[config.mk]
export PLATFORM = sky130hd
export DESIGN_NAME = band_energy_beat_detector
export DESIGN_NICKNAME = d
export VERILOG_FILES = /design/src/hw/rtl/bed_pkg.sv /design/src/hw/rtl/bed_front.sv /design/src/hw/rtl/bed_queue.sv /design/src/hw/rtl/bed_back.sv /design/src/hw/rtl/bed_react.sv /design/src/hw/rtl/band_energy_beat_detector.sv
export SDC_FILE = /design/constraint.sdc
export NUM_CORES = 2
export LEC_CHECK = 0
export BUFFER_PORTS_ARGS = -buffer_cell sky130_fd_sc_hd__clkbuf_2
export CORE_MARGIN = 3
export CORE_UTILIZATION = 50
export DETAILED_ROUTE_END_ITERATION = 12
export PLACE_DENSITY = 0.66
export SYNTH_ARGS = -nofsm -noshare
export SYNTH_HDL_FRONTEND = slang
export SYNTH_HIERARCHICAL = 1
export SYNTH_SLANG_ARGS = --single-unit
[constraint.sdc]
create_clock -name clk -period 14.34 [get_ports clk]
set_clock_uncertainty 0.2 [all_clocks]
set_input_delay 0 -clock clk [delete_from_list [all_inputs] [get_ports clk]]
set_output_delay 0 -clock clk [all_outputs]
set_load 0.02 [all_outputs]
[src/hw/rtl/bed_pkg.sv]
package bed_pkg;

  localparam int NBANDS    = 7;
  localparam int SUM_OUT_W = 24;
  localparam int MAG_W     = 15;
  localparam int Q16_W     = 17;
  localparam int PROD_W    = 41;

  localparam logic [Q16_W-1:0]     Q16_ONE  = 17'h10000;
  localparam logic [PROD_W-1:0]    HALF_Q16 = 41'd32768;
  localparam logic [SUM_OUT_W-1:0] MAX24    = 24'hFFFFFF;

  // Band edges: first counted bin, then the last bin position of each band below brilliance
  localparam int BIN_FIRST   = 2;
  localparam int BIN_SUB_HI  = 5;
  localparam int BIN_BASS_HI = 21;
  localparam int BIN_LMID_HI = 42;
  localparam int BIN_MID_HI  = 170;
  localparam int BIN_UMID_HI = 341;
  localparam int BIN_PRES_HI = 512;

  // Band codes; BAND_NONE marks an ignored bin
  localparam int BAND_W = 3;
  localparam logic [BAND_W-1:0] BAND_SUB  = 3'd0;
  localparam logic [BAND_W-1:0] BAND_BASS = 3'd1;
  localparam logic [BAND_W-1:0] BAND_LMID = 3'd2;
  localparam logic [BAND_W-1:0] BAND_MID  = 3'd3;
  localparam logic [BAND_W-1:0] BAND_UMID = 3'd4;
  localparam logic [BAND_W-1:0] BAND_PRES = 3'd5;
  localparam logic [BAND_W-1:0] BAND_BRIL = 3'd6;
  localparam logic [BAND_W-1:0] BAND_NONE = 3'd7;

  // Configuration register indexes
  localparam int CFG_IDX_W = 3;
  localparam int CFG_W     = 24;
  localparam logic [CFG_IDX_W-1:0] REG_ALPHA    = 3'd0;
  localparam logic [CFG_IDX_W-1:0] REG_BLOOM_EN = 3'd1;
  localparam logic [CFG_IDX_W-1:0] REG_BLOOM    = 3'd2;
  localparam logic [CFG_IDX_W-1:0] REG_SUB_TH   = 3'd3;
  localparam logic [CFG_IDX_W-1:0] REG_BAND_TH  = 3'd4;

  localparam int QUEUE_DEPTH = 4;
  localparam int QPTR_W      = 2;

  typedef struct packed {
    logic signed [15:0] bin_value;
    logic               last_bin;
    logic [Q16_W-1:0]   decay_factor;
  } in_t;

  typedef struct packed {
    logic [SUM_OUT_W-1:0] sub_bass_sum;
    logic [SUM_OUT_W-1:0] bass_sum;
    logic [SUM_OUT_W-1:0] low_mid_sum;
    logic [SUM_OUT_W-1:0] mid_sum;
    logic [SUM_OUT_W-1:0] upper_mid_sum;
    logic [SUM_OUT_W-1:0] presence_sum;
    logic [SUM_OUT_W-1:0] brilliance_sum;
    logic [NBANDS-1:0]    band_flags;
    logic [SUM_OUT_W-1:0] reaction_level;
    logic [15:0]          bloom_level;
    logic                 angle_reset;
  } out_t;

  typedef struct packed {
    logic [BAND_W-1:0] band;
    logic [MAG_W-1:0]  mag;
    logic              last;
    logic [Q16_W-1:0]  decay;
  } q_entry_t;

  typedef struct packed {
    logic [NBANDS-1:0][SUM_OUT_W-1:0] sums;
    logic [Q16_W-1:0]                 decay;
  } frame_t;

  typedef struct packed {
    logic [Q16_W-1:0]     alpha;
    logic                 bloom_en;
    logic [15:0]          bloom_int;
    logic [SUM_OUT_W-1:0] sub_th;
    logic [SUM_OUT_W-1:0] band_th;
  } cfg_t;

  // Values above 1.0 act as 1.0
  function automatic logic [Q16_W-1:0] clamp_q16(input logic [Q16_W-1:0] v);
    return (v > Q16_ONE) ? Q16_ONE : v;
  endfunction

endpackage

[src/hw/rtl/bed_front.sv]
module bed_front #(
  parameter int NUM_BINS = 1024
) (
  input  logic             clk,
  input  logic             rst_n,
  input  logic             in_valid,
  output logic             in_ready,
  input  bed_pkg::in_t     in_data,
  input  logic             q_full,
  output logic             q_push,
  output bed_pkg::q_entry_t q_wdata
);
  import bed_pkg::*;

  localparam int POS_W = $clog2(NUM_BINS);
  localparam logic [POS_W-1:0] POS_MAX = POS_W'(NUM_BINS - 1);

  logic [POS_W-1:0]  pos_r;
  logic [POS_W-1:0]  pos_nxt;
  logic [BAND_W-1:0] band;

  assign in_ready = !q_full;
  assign q_push   = in_valid && !q_full;

  // Classify the current bin position into a band
  always_comb begin
    if (pos_r < POS_W'(BIN_FIRST)) begin
      band = BAND_NONE;
    end else if (pos_r <= POS_W'(BIN_SUB_HI)) begin
      band = BAND_SUB;
    end else if (pos_r <= POS_W'(BIN_BASS_HI)) begin
      band = BAND_BASS;
    end else if (pos_r <= POS_W'(BIN_LMID_HI)) begin
      band = BAND_LMID;
    end else if (pos_r <= POS_W'(BIN_MID_HI)) begin
      band = BAND_MID;
    end else if (pos_r <= POS_W'(BIN_UMID_HI)) begin
      band = BAND_UMID;
    end else if (pos_r <= POS_W'(BIN_PRES_HI)) begin
      band = BAND_PRES;
    end else begin
      band = BAND_BRIL;
    end
  end

  // Rectify: negative differences count as zero
  always_comb begin
    q_wdata.band  = band;
    q_wdata.mag   = in_data.bin_value[15] ? '0 : in_data.bin_value[MAG_W-1:0];
    q_wdata.last  = in_data.last_bin;
    q_wdata.decay = in_data.decay_factor;
  end

  // Advance the position, hold at the top, restart after the last bin
  always_comb begin
    if (in_data.last_bin) begin
      pos_nxt = '0;
    end else if (pos_r < POS_MAX) begin
      pos_nxt = pos_r + POS_W'(1);
    end else begin
      pos_nxt = pos_r;
    end
  end

  always_ff @(posedge clk) begin
    if (!rst_n) begin
      pos_r <= '0;
    end else if (q_push) begin
      pos_r <= pos_nxt;
    end
  end

endmodule

[src/hw/rtl/bed_queue.sv]
module bed_queue (
  input  logic              clk,
  input  logic              rst_n,
  input  logic              push,
  input  bed_pkg::q_entry_t wdata,
  output logic              full,
  output logic              valid,
  output bed_pkg::q_entry_t rdata,
  input  logic              pop
);
  import bed_pkg::*;

  q_entry_t          mem_r [QUEUE_DEPTH];
  logic [QPTR_W-1:0] wr_ptr_r;
  logic [QPTR_W-1:0] rd_ptr_r;
  logic [QPTR_W:0]   count_r;
  logic [QPTR_W:0]   count_nxt;

  assign full  = (count_r == (QPTR_W+1)'(QUEUE_DEPTH));
  assign valid = (count_r != '0);
  assign rdata = mem_r[rd_ptr_r];

  always_comb begin
    count_nxt = count_r;
    if (push && !pop) begin
      count_nxt = count_r + (QPTR_W+1)'(1);
    end else if (pop && !push) begin
      count_nxt = count_r - (QPTR_W+1)'(1);
    end
  end

  // Store the request
  always_ff @(posedge clk) begin
    if (push) begin
      mem_r[wr_ptr_r] <= wdata;
    end
  end

  always_ff @(posedge clk) begin
    if (!rst_n) begin
      wr_ptr_r <= '0;
      rd_ptr_r <= '0;
      count_r  <= '0;
    end else begin
      if (push) begin
        wr_ptr_r <= wr_ptr_r + QPTR_W'(1);
      end
      if (pop) begin
        rd_ptr_r <= rd_ptr_r + QPTR_W'(1);
      end
      count_r <= count_nxt;
    end
  end

endmodule

[src/hw/rtl/bed_back.sv]
module bed_back #(
  parameter int SUM_BITS = 24
) (
  input  logic              clk,
  input  logic              rst_n,
  input  logic              q_valid,
  input  bed_pkg::q_entry_t q_rdata,
  output logic              q_pop,
  input  logic              react_idle,
  output logic              frm_valid,
  output bed_pkg::frame_t   frm
);
  import bed_pkg::*;

  localparam int EXT_W = (SUM_BITS > SUM_OUT_W) ? SUM_BITS : SUM_OUT_W;

  logic [SUM_BITS-1:0] acc_r   [NBANDS];
  logic [SUM_BITS-1:0] acc_nxt [NBANDS];

  // A last bin waits until the reaction unit has finished the previous frame
  assign q_pop     = q_valid && (!q_rdata.last || react_idle);
  assign frm_valid = q_pop && q_rdata.last;

  // One saturating adder per band lane
  always_comb begin
    logic [SUM_BITS:0] sum_full;
    logic [EXT_W-1:0]  ext;
    frm.decay = q_rdata.decay;
    for (int i = 0; i < NBANDS; i++) begin
      sum_full = {1'b0, acc_r[i]} + (SUM_BITS+1)'(q_rdata.mag);
      if (q_rdata.band == BAND_W'(i)) begin
        acc_nxt[i] = sum_full[SUM_BITS] ? {SUM_BITS{1'b1}} : sum_full[SUM_BITS-1:0];
      end else begin
        acc_nxt[i] = acc_r[i];
      end
      ext         = EXT_W'(acc_nxt[i]);
      frm.sums[i] = (ext > EXT_W'(MAX24)) ? MAX24 : ext[SUM_OUT_W-1:0];
    end
  end

  // Accumulate, clear after the frame is handed over
  always_ff @(posedge clk) begin
    if (!rst_n) begin
      for (int i = 0; i < NBANDS; i++) begin
        acc_r[i] <= '0;
      end
    end else if (q_pop) begin
      for (int i = 0; i < NBANDS; i++) begin
        acc_r[i] <= q_rdata.last ? '0 : acc_nxt[i];
      end
    end
  end

endmodule

[src/hw/rtl/bed_react.sv]
module bed_react (
  input  logic            clk,
  input  logic            rst_n,
  input  bed_pkg::cfg_t   cfg,
  input  logic            frm_valid,
  input  bed_pkg::frame_t frm,
  output logic            idle,
  output logic            out_valid,
  input  logic            out_ready,
  output bed_pkg::out_t   out_data
);
  import bed_pkg::*;

  // Stage valids, one frame in flight at a time
  logic v1_r, v2_r, v3_r;
  logic out_valid_r;
  logic out_free;

  // Reaction state
  logic [SUM_OUT_W-1:0] target_r;
  logic [SUM_OUT_W-1:0] smoothed_r;
  logic [SUM_OUT_W-1:0] target_nxt;
  logic [SUM_OUT_W-1:0] smoothed_nxt;

  // Stage 1: captured frame
  logic [NBANDS-1:0][SUM_OUT_W-1:0] s1_sums_r;
  logic [Q16_W-1:0]                 s1_decay_r;

  // Stage 2: flags and raised target
  logic [NBANDS-1:0][SUM_OUT_W-1:0] s2_sums_r;
  logic [NBANDS-1:0]                s2_flags_r;
  logic                             s2_fired_r;
  logic [SUM_OUT_W-1:0]             s2_tgt_r;
  logic [Q16_W-1:0]                 s2_alpha_r;
  logic [Q16_W-1:0]                 s2_decay_r;
  logic [NBANDS-1:0]                flags_nxt;
  logic                             fired_nxt;
  logic [SUM_OUT_W:0]               tgt_sum;
  logic [SUM_OUT_W-1:0]             tgt_nxt;

  // Stage 3: products
  logic [NBANDS-1:0][SUM_OUT_W-1:0] s3_sums_r;
  logic [NBANDS-1:0]                s3_flags_r;
  logic                             s3_fired_r;
  logic [PROD_W-1:0]                p_keep_r;
  logic [PROD_W-1:0]                p_new_r;
  logic [PROD_W-1:0]                p_decay_r;
  logic [PROD_W-1:0]                smooth_acc;
  logic [PROD_W-1:0]                decay_acc;

  out_t out_r;

  assign idle      = !v1_r && !v2_r && !v3_r;
  assign out_valid = out_valid_r;
  assign out_data  = out_r;
  assign out_free  = !out_valid_r || out_ready;

  // Threshold flags and the bass-driven target bump
  always_comb begin
    for (int i = 0; i < NBANDS; i++) begin
      flags_nxt[i] = (i == 0) ? (s1_sums_r[i] > cfg.sub_th) : (s1_sums_r[i] > cfg.band_th);
    end
    fired_nxt = flags_nxt[BAND_BASS] && cfg.bloom_en;
    tgt_sum   = {1'b0, target_r} + (SUM_OUT_W+1)'(HALF_Q16);
    if (!fired_nxt) begin
      tgt_nxt = target_r;
    end else if (tgt_sum[SUM_OUT_W]) begin
      tgt_nxt = MAX24;
    end else begin
      tgt_nxt = tgt_sum[SUM_OUT_W-1:0];
    end
  end

  // Round to nearest and drop the fraction
  always_comb begin
    smooth_acc   = p_keep_r + p_new_r + HALF_Q16;
    decay_acc    = p_decay_r + HALF_Q16;
    smoothed_nxt = smooth_acc[SUM_OUT_W+15:16];
    target_nxt   = decay_acc[SUM_OUT_W+15:16];
  end

  // Payload stages
  always_ff @(posedge clk) begin
    if (frm_valid) begin
      s1_sums_r  <= frm.sums;
      s1_decay_r <= frm.decay;
    end
    if (v1_r) begin
      s2_sums_r  <= s1_sums_r;
      s2_flags_r <= flags_nxt;
      s2_fired_r <= fired_nxt;
      s2_tgt_r   <= tgt_nxt;
      s2_alpha_r <= clamp_q16(cfg.alpha);
      s2_decay_r <= clamp_q16(s1_decay_r);
    end
    if (v2_r) begin
      s3_sums_r  <= s2_sums_r;
      s3_flags_r <= s2_flags_r;
      s3_fired_r <= s2_fired_r;
      p_keep_r   <= PROD_W'(smoothed_r) * PROD_W'(Q16_ONE - s2_alpha_r);
      p_new_r    <= PROD_W'(s2_tgt_r) * PROD_W'(s2_alpha_r);
      p_decay_r  <= PROD_W'(s2_tgt_r) * PROD_W'(s2_decay_r);
    end
    if (v3_r && out_free) begin
      out_r.sub_bass_sum   <= s3_sums_r[BAND_SUB];
      out_r.bass_sum       <= s3_sums_r[BAND_BASS];
      out_r.low_mid_sum    <= s3_sums_r[BAND_LMID];
      out_r.mid_sum        <= s3_sums_r[BAND_MID];
      out_r.upper_mid_sum  <= s3_sums_r[BAND_UMID];
      out_r.presence_sum   <= s3_sums_r[BAND_PRES];
      out_r.brilliance_sum <= s3_sums_r[BAND_BRIL];
      out_r.band_flags     <= s3_flags_r;
      out_r.reaction_level <= smoothed_nxt;
      out_r.bloom_level    <= s3_fired_r ? cfg.bloom_int : '0;
      out_r.angle_reset    <= s3_fired_r;
    end
  end

  // Control and reaction state
  always_ff @(posedge clk) begin
    if (!rst_n) begin
      v1_r        <= 1'b0;
      v2_r        <= 1'b0;
      v3_r        <= 1'b0;
      out_valid_r <= 1'b0;
      target_r    <= '0;
      smoothed_r  <= '0;
    end else begin
      v1_r <= frm_valid;
      v2_r <= v1_r;
      if (v2_r) begin
        v3_r <= 1'b1;
      end else if (out_free) begin
        v3_r <= 1'b0;
      end
      if (v3_r && out_free) begin
        out_valid_r <= 1'b1;
        target_r    <= target_nxt;
        smoothed_r  <= smoothed_nxt;
      end else if (out_ready) begin
        out_valid_r <= 1'b0;
      end
    end
  end

  a_one_frame: assert property (@(posedge clk) disable iff (!rst_n)
    $onehot0({v1_r, v2_r, v3_r}))
    else $error("more than one frame in the reaction unit");

  a_frame_when_idle: assert property (@(posedge clk) disable iff (!rst_n)
    frm_valid |-> idle)
    else $error("frame handed over while reaction unit busy");

  a_stage_advance: assert property (@(posedge clk) disable iff (!rst_n)
    v1_r |=> v2_r)
    else $error("stage one did not advance");

  a_result_follows: assert property (@(posedge clk) disable iff (!rst_n)
    (v3_r && out_free) |=> out_valid_r && !v3_r)
    else $error("finished frame did not reach the output register");

endmodule

[src/hw/rtl/band_energy_beat_detector.sv]
// Band energy beat detector. Takes one spectral-difference bin per cycle while
// the queue has room, sorts it by its position in the frame into seven saturating
// band sums, and on the bin marked last gives one result: the sums, their threshold
// flags and the smoothed bass reaction. A front end rectifies and classifies each
// bin into a four-entry queue; the back end adds one bin per cycle into the band
// lanes unless a last bin is held. A last bin starts a reaction sequence (flags and
// target bump, three 24x17 multipliers, rounding), and the next last bin waits in
// the queue until it has finished, so frames of four bins or more run at one bin
// per cycle while the output is not held. A result is offered from the output
// register once its frame has passed the capture, flag and product stages.
// Configuration writes are taken every cycle and must be made while idle.
module band_energy_beat_detector #(
  parameter int NUM_BINS = 1024,
  parameter int SUM_BITS = 24
) (
  input  logic                              clk,
  input  logic                              rst_n,
  input  logic                              in_valid,
  output logic                              in_ready,
  input  bed_pkg::in_t                      in_data,
  output logic                              out_valid,
  input  logic                              out_ready,
  output bed_pkg::out_t                     out_data,
  input  logic                              cfg_valid,
  output logic                              cfg_ready,
  input  logic [bed_pkg::CFG_IDX_W-1:0]     cfg_index,
  input  logic [bed_pkg::CFG_W-1:0]         cfg_data
);
  import bed_pkg::*;

  cfg_t     cfg_r;
  logic     q_push, q_full, q_valid, q_pop;
  q_entry_t q_wdata, q_rdata;
  logic     react_idle;
  logic     frm_valid;
  frame_t   frm;

  assign cfg_ready = 1'b1;

  // Configuration registers; unknown indexes are dropped
  always_ff @(posedge clk) begin
    if (!rst_n) begin
      cfg_r.alpha     <= Q16_ONE;
      cfg_r.bloom_en  <= 1'b0;
      cfg_r.bloom_int <= '0;
      cfg_r.sub_th    <= SUM_OUT_W'(50);
      cfg_r.band_th   <= SUM_OUT_W'(100);
    end else if (cfg_valid) begin
      case (cfg_index)
        REG_ALPHA:    cfg_r.alpha     <= cfg_data[Q16_W-1:0];
        REG_BLOOM_EN: cfg_r.bloom_en  <= cfg_data[0];
        REG_BLOOM:    cfg_r.bloom_int <= cfg_data[15:0];
        REG_SUB_TH:   cfg_r.sub_th    <= cfg_data[SUM_OUT_W-1:0];
        REG_BAND_TH:  cfg_r.band_th   <= cfg_data[SUM_OUT_W-1:0];
        default: ;
      endcase
    end
  end

  bed_front #(.NUM_BINS(NUM_BINS)) u_front (
    .clk      (clk),
    .rst_n    (rst_n),
    .in_valid (in_valid),
    .in_ready (in_ready),
    .in_data  (in_data),
    .q_full   (q_full),
    .q_push   (q_push),
    .q_wdata  (q_wdata)
  );

  bed_queue u_queue (
    .clk   (clk),
    .rst_n (rst_n),
    .push  (q_push),
    .wdata (q_wdata),
    .full  (q_full),
    .valid (q_valid),
    .rdata (q_rdata),
    .pop   (q_pop)
  );

  bed_back #(.SUM_BITS(SUM_BITS)) u_back (
    .clk        (clk),
    .rst_n      (rst_n),
    .q_valid    (q_valid),
    .q_rdata    (q_rdata),
    .q_pop      (q_pop),
    .react_idle (react_idle),
    .frm_valid  (frm_valid),
    .frm        (frm)
  );

  bed_react u_react (
    .clk       (clk),
    .rst_n     (rst_n),
    .cfg       (cfg_r),
    .frm_valid (frm_valid),
    .frm       (frm),
    .idle      (react_idle),
    .out_valid (out_valid),
    .out_ready (out_ready),
    .out_data  (out_data)
  );

endmodule
==> results.cfg <==
[place]
hpwl_um = 191000
gp_congestion = 0.917
port-buffer-count = 283
place_ws_ps = 5460

[run_status]
status = completed

[logic_synthesis]
synth_cell_types = 124
synthFlopType = edfxtp_1
ys_warn_count = 6
synth-async-reset-ratio = 0
synthMostInstantiatedCell = inv_1
synth.area.top_cells = edfxtp_1 (37%), fa_1 (20%), ha_1 (8.8%)
yosysSeqAreaShare = 0.396
yosys.area.top_type = edfxtp_1
synth_fp_nets = 10797
yosys-top-cells-count = inv_1 (1,254), edfxtp_1 (1,228), nand2_1 (1,220)
synthCells = 9011
synth_edf_count = 1228
avgSynthCellArea_um2 = 11.2
ys_ff_latch = 1381
syn-cell-area_um2 = 101000
synth_top_area_share = 0.365

[critical_path]
startpoint = u_react/s2_alpha_r[3]
critPathArrivalTime_ps = 9350
critPathMaxFanout = 27
critical_path_class = reg2reg
start_kind = flop
crit-reg2reg-launch = u_react/s2_alpha_r[3]
endpoint_kind = flop
max_stage_delay_ps = 810
rr_worst_depth = 25
required_ps = 14710
slowest_stage = edfxtp_1
cp-endpoint = u_react/p_keep_r[38]
r2r-end = u_react/p_keep_r[38]
r2r_slack_ps = 5360
crit_path_frequent_cell = fa_1

[grt]
antenna_found_initial = 17
grt_pass1_vias = 70538
grt_max_degree = 89
gr-usage-all-layers = 0.263
grt_pass1_wl_um = 413000
grt_overflow_total = 0

[sta]
grt_setup_unrepaired = false
min_period_ps = 8980
setup_tns_ps = 0
setup_ws_ps = 5360
finalMaxSlewViolations = 0
finalSetupViolCount = 0
max_slew_margin = 0.139
fmax_mhz = 111
worst_pin_slew_ps = 1290
hold_viol = 0
post-route-period-util = 0.626

[final_layout]
drive_gt1_frac = 0.0862
nets = 10918
area_growth_pct = 9.25

[routing]
routedWlPerCell_um = 22.5
ant_nets = 0
via_per_inst = 5.65
drc = 0
via_count = 67327
routed_wl_um = 269000
drt-pass1-iter-count = 5
drt-initial-drc-count = 4840

[clock_tree]
cts_buffers = 153
root_buffer = clkbuf_16
insertion_delay_ps = 870
postCtsSetupBuffers = 0
cts_sinks = 1381
clock_path_buffers = 3
path_clk_slew_ps = 60
htree_levels = 4
cts_tree = built

[floorplanning]
ioPinCount = 285
die_w_um = 455
rows = 164
die_h_um = 455
die_area_um2 = 207000
core_area_um2 = 200000
start_util = 0.504

[worst_hold_path]
hold_path.class = in2reg

[flow_run]
drv_cap = 0
==> registers in the layout, indices dropped and copies added, names as in the netlist, 17 cells and up, named ones only <==
name and flops:
u_react/s1_sums_r 168, u_react/smoothed_r 24, u_react/s2_sums_r 168, u_react/p_decay_r 25
u_react/out_data 216, u_back/acc_r 168, u_react/s2_decay_r 17, u_react/s3_sums_r 168
u_react/target_r 24, u_react/p_new_r 40, cfg_r 82, u_react/s1_decay_r 17
u_queue/mem_r 144, u_react/p_keep_r 40, u_react/s2_alpha_r 17, u_react/s2_tgt_r 24
==> routing by layer <==
metal,global-route usage,share of wire
met1,0.330,0.39
met2,0.446,0.49
met3,0.0434,0.068
met4,0.119,0.049
met5,0,0.00026
==> worst min path at each step <==
stage,depth (start not counted),to,startpoint,slack (ps)
after global routing,4,cfg_r[60],cfg_data[12],100
final,3,u_queue/count_r[1],rst_n,110
after floorplan,1,flop,rst_n,-80
after global placement,1,u_queue/mem_r[3][3],in_data[3],20
after detailed placement,1,u_queue/mem_r[2][14],in_data[14],20
after CTS,4,cfg_r[40],rst_n,40
==> cell families (layout without fill, tap and decap cells) <==
group | count (synthesis) | in the layout | share of synthesized area
flip-flops | 1381 | 1381 | 0.396
multiplexers | 155 | 155 | 0.0203
adder cells (fa/ha/maj) | 1720 | 1720 | 0.289
buffers and inverters | 1812 | 2057 | 0.0760
AND/OR/NAND/NOR | 2575 | 2575 | 0.122
other | 1 | 10 | 0.0000371
AO/OA/AOI/OAI | 1101 | 1101 | 0.0739
XOR/XNOR | 266 | 266 | 0.0231
==> what timing repair did <==
| action | in CTS | in global routing |
|---|---|---|
| endpoints found under the hold margin | 279 | 0 |
| hold buffers | 121 | 0 |
| resized for setup | 0 | 0 |
==> cells in the final DEF (no fill, tap or decap), types with 53 or more instances in the layout <==
cell type and n:
o21ai_0 135, xnor2_1 159, nand4_1 61, ha_1 706, dfxtp_1 150, and2_1 496
clkbuf_16 153, o22a_1 58, buf_4 118, and3_1 54, nand2_1 1219, nand3_1 97
clkbuf_2 282, a211oi_1 60, fa_1 1014, inv_1 1254, o21a_1 53, a21o_1 138
mux2i_1 100, xor2_1 96, a21oi_1 335, dlygate4sd3_1 121, nor2b_1 100, nor2_1 289
nor3_1 70, edfxtp_1 1228, a31oi_1 59
==> area by class of cell <==
class	count	area (µm²)
fillers	16828	90000
repair buffers	522	3520
diodes	9	22.5
well taps	2656	3320
inverters	1256	4720
clock buffers	200	4060
clock inverters	79	1200
flip-flops and latches	1381	39900
multi-input cells	5818	53500
==> metrics by stage <==
| step | cells | area (µm²) | hold WS [ps] | util |
|---|---|---|---|---|
| after floorplan | 9011 | 101000 | -78.3 | - |
| after global placement | 11512 | 104000 | 15.6 | 0.518 |
| after detailed placement | 11512 | 104000 | 23.0 | 0.518 |
| after CTS | 11912 | 110000 | 41.7 | 0.551 |
| after global routing | 11917 | 110000 | 97.0 | 0.551 |
| final | 11921 | 110000 | 112 | 0.551 |
==> critical path: cells and delay by family, from the launching register on <==
kind,cells,cell delay (ps)
buf+inv,4,550
compound gates,5,1700
flops,1,810
simple gates,7,1760
fa+ha+maj,7,3370
xor+xnor,2,280
Power is not shown: default switching activity piles up to over one toggle a cycle in this logic, so the estimate is an artifact.
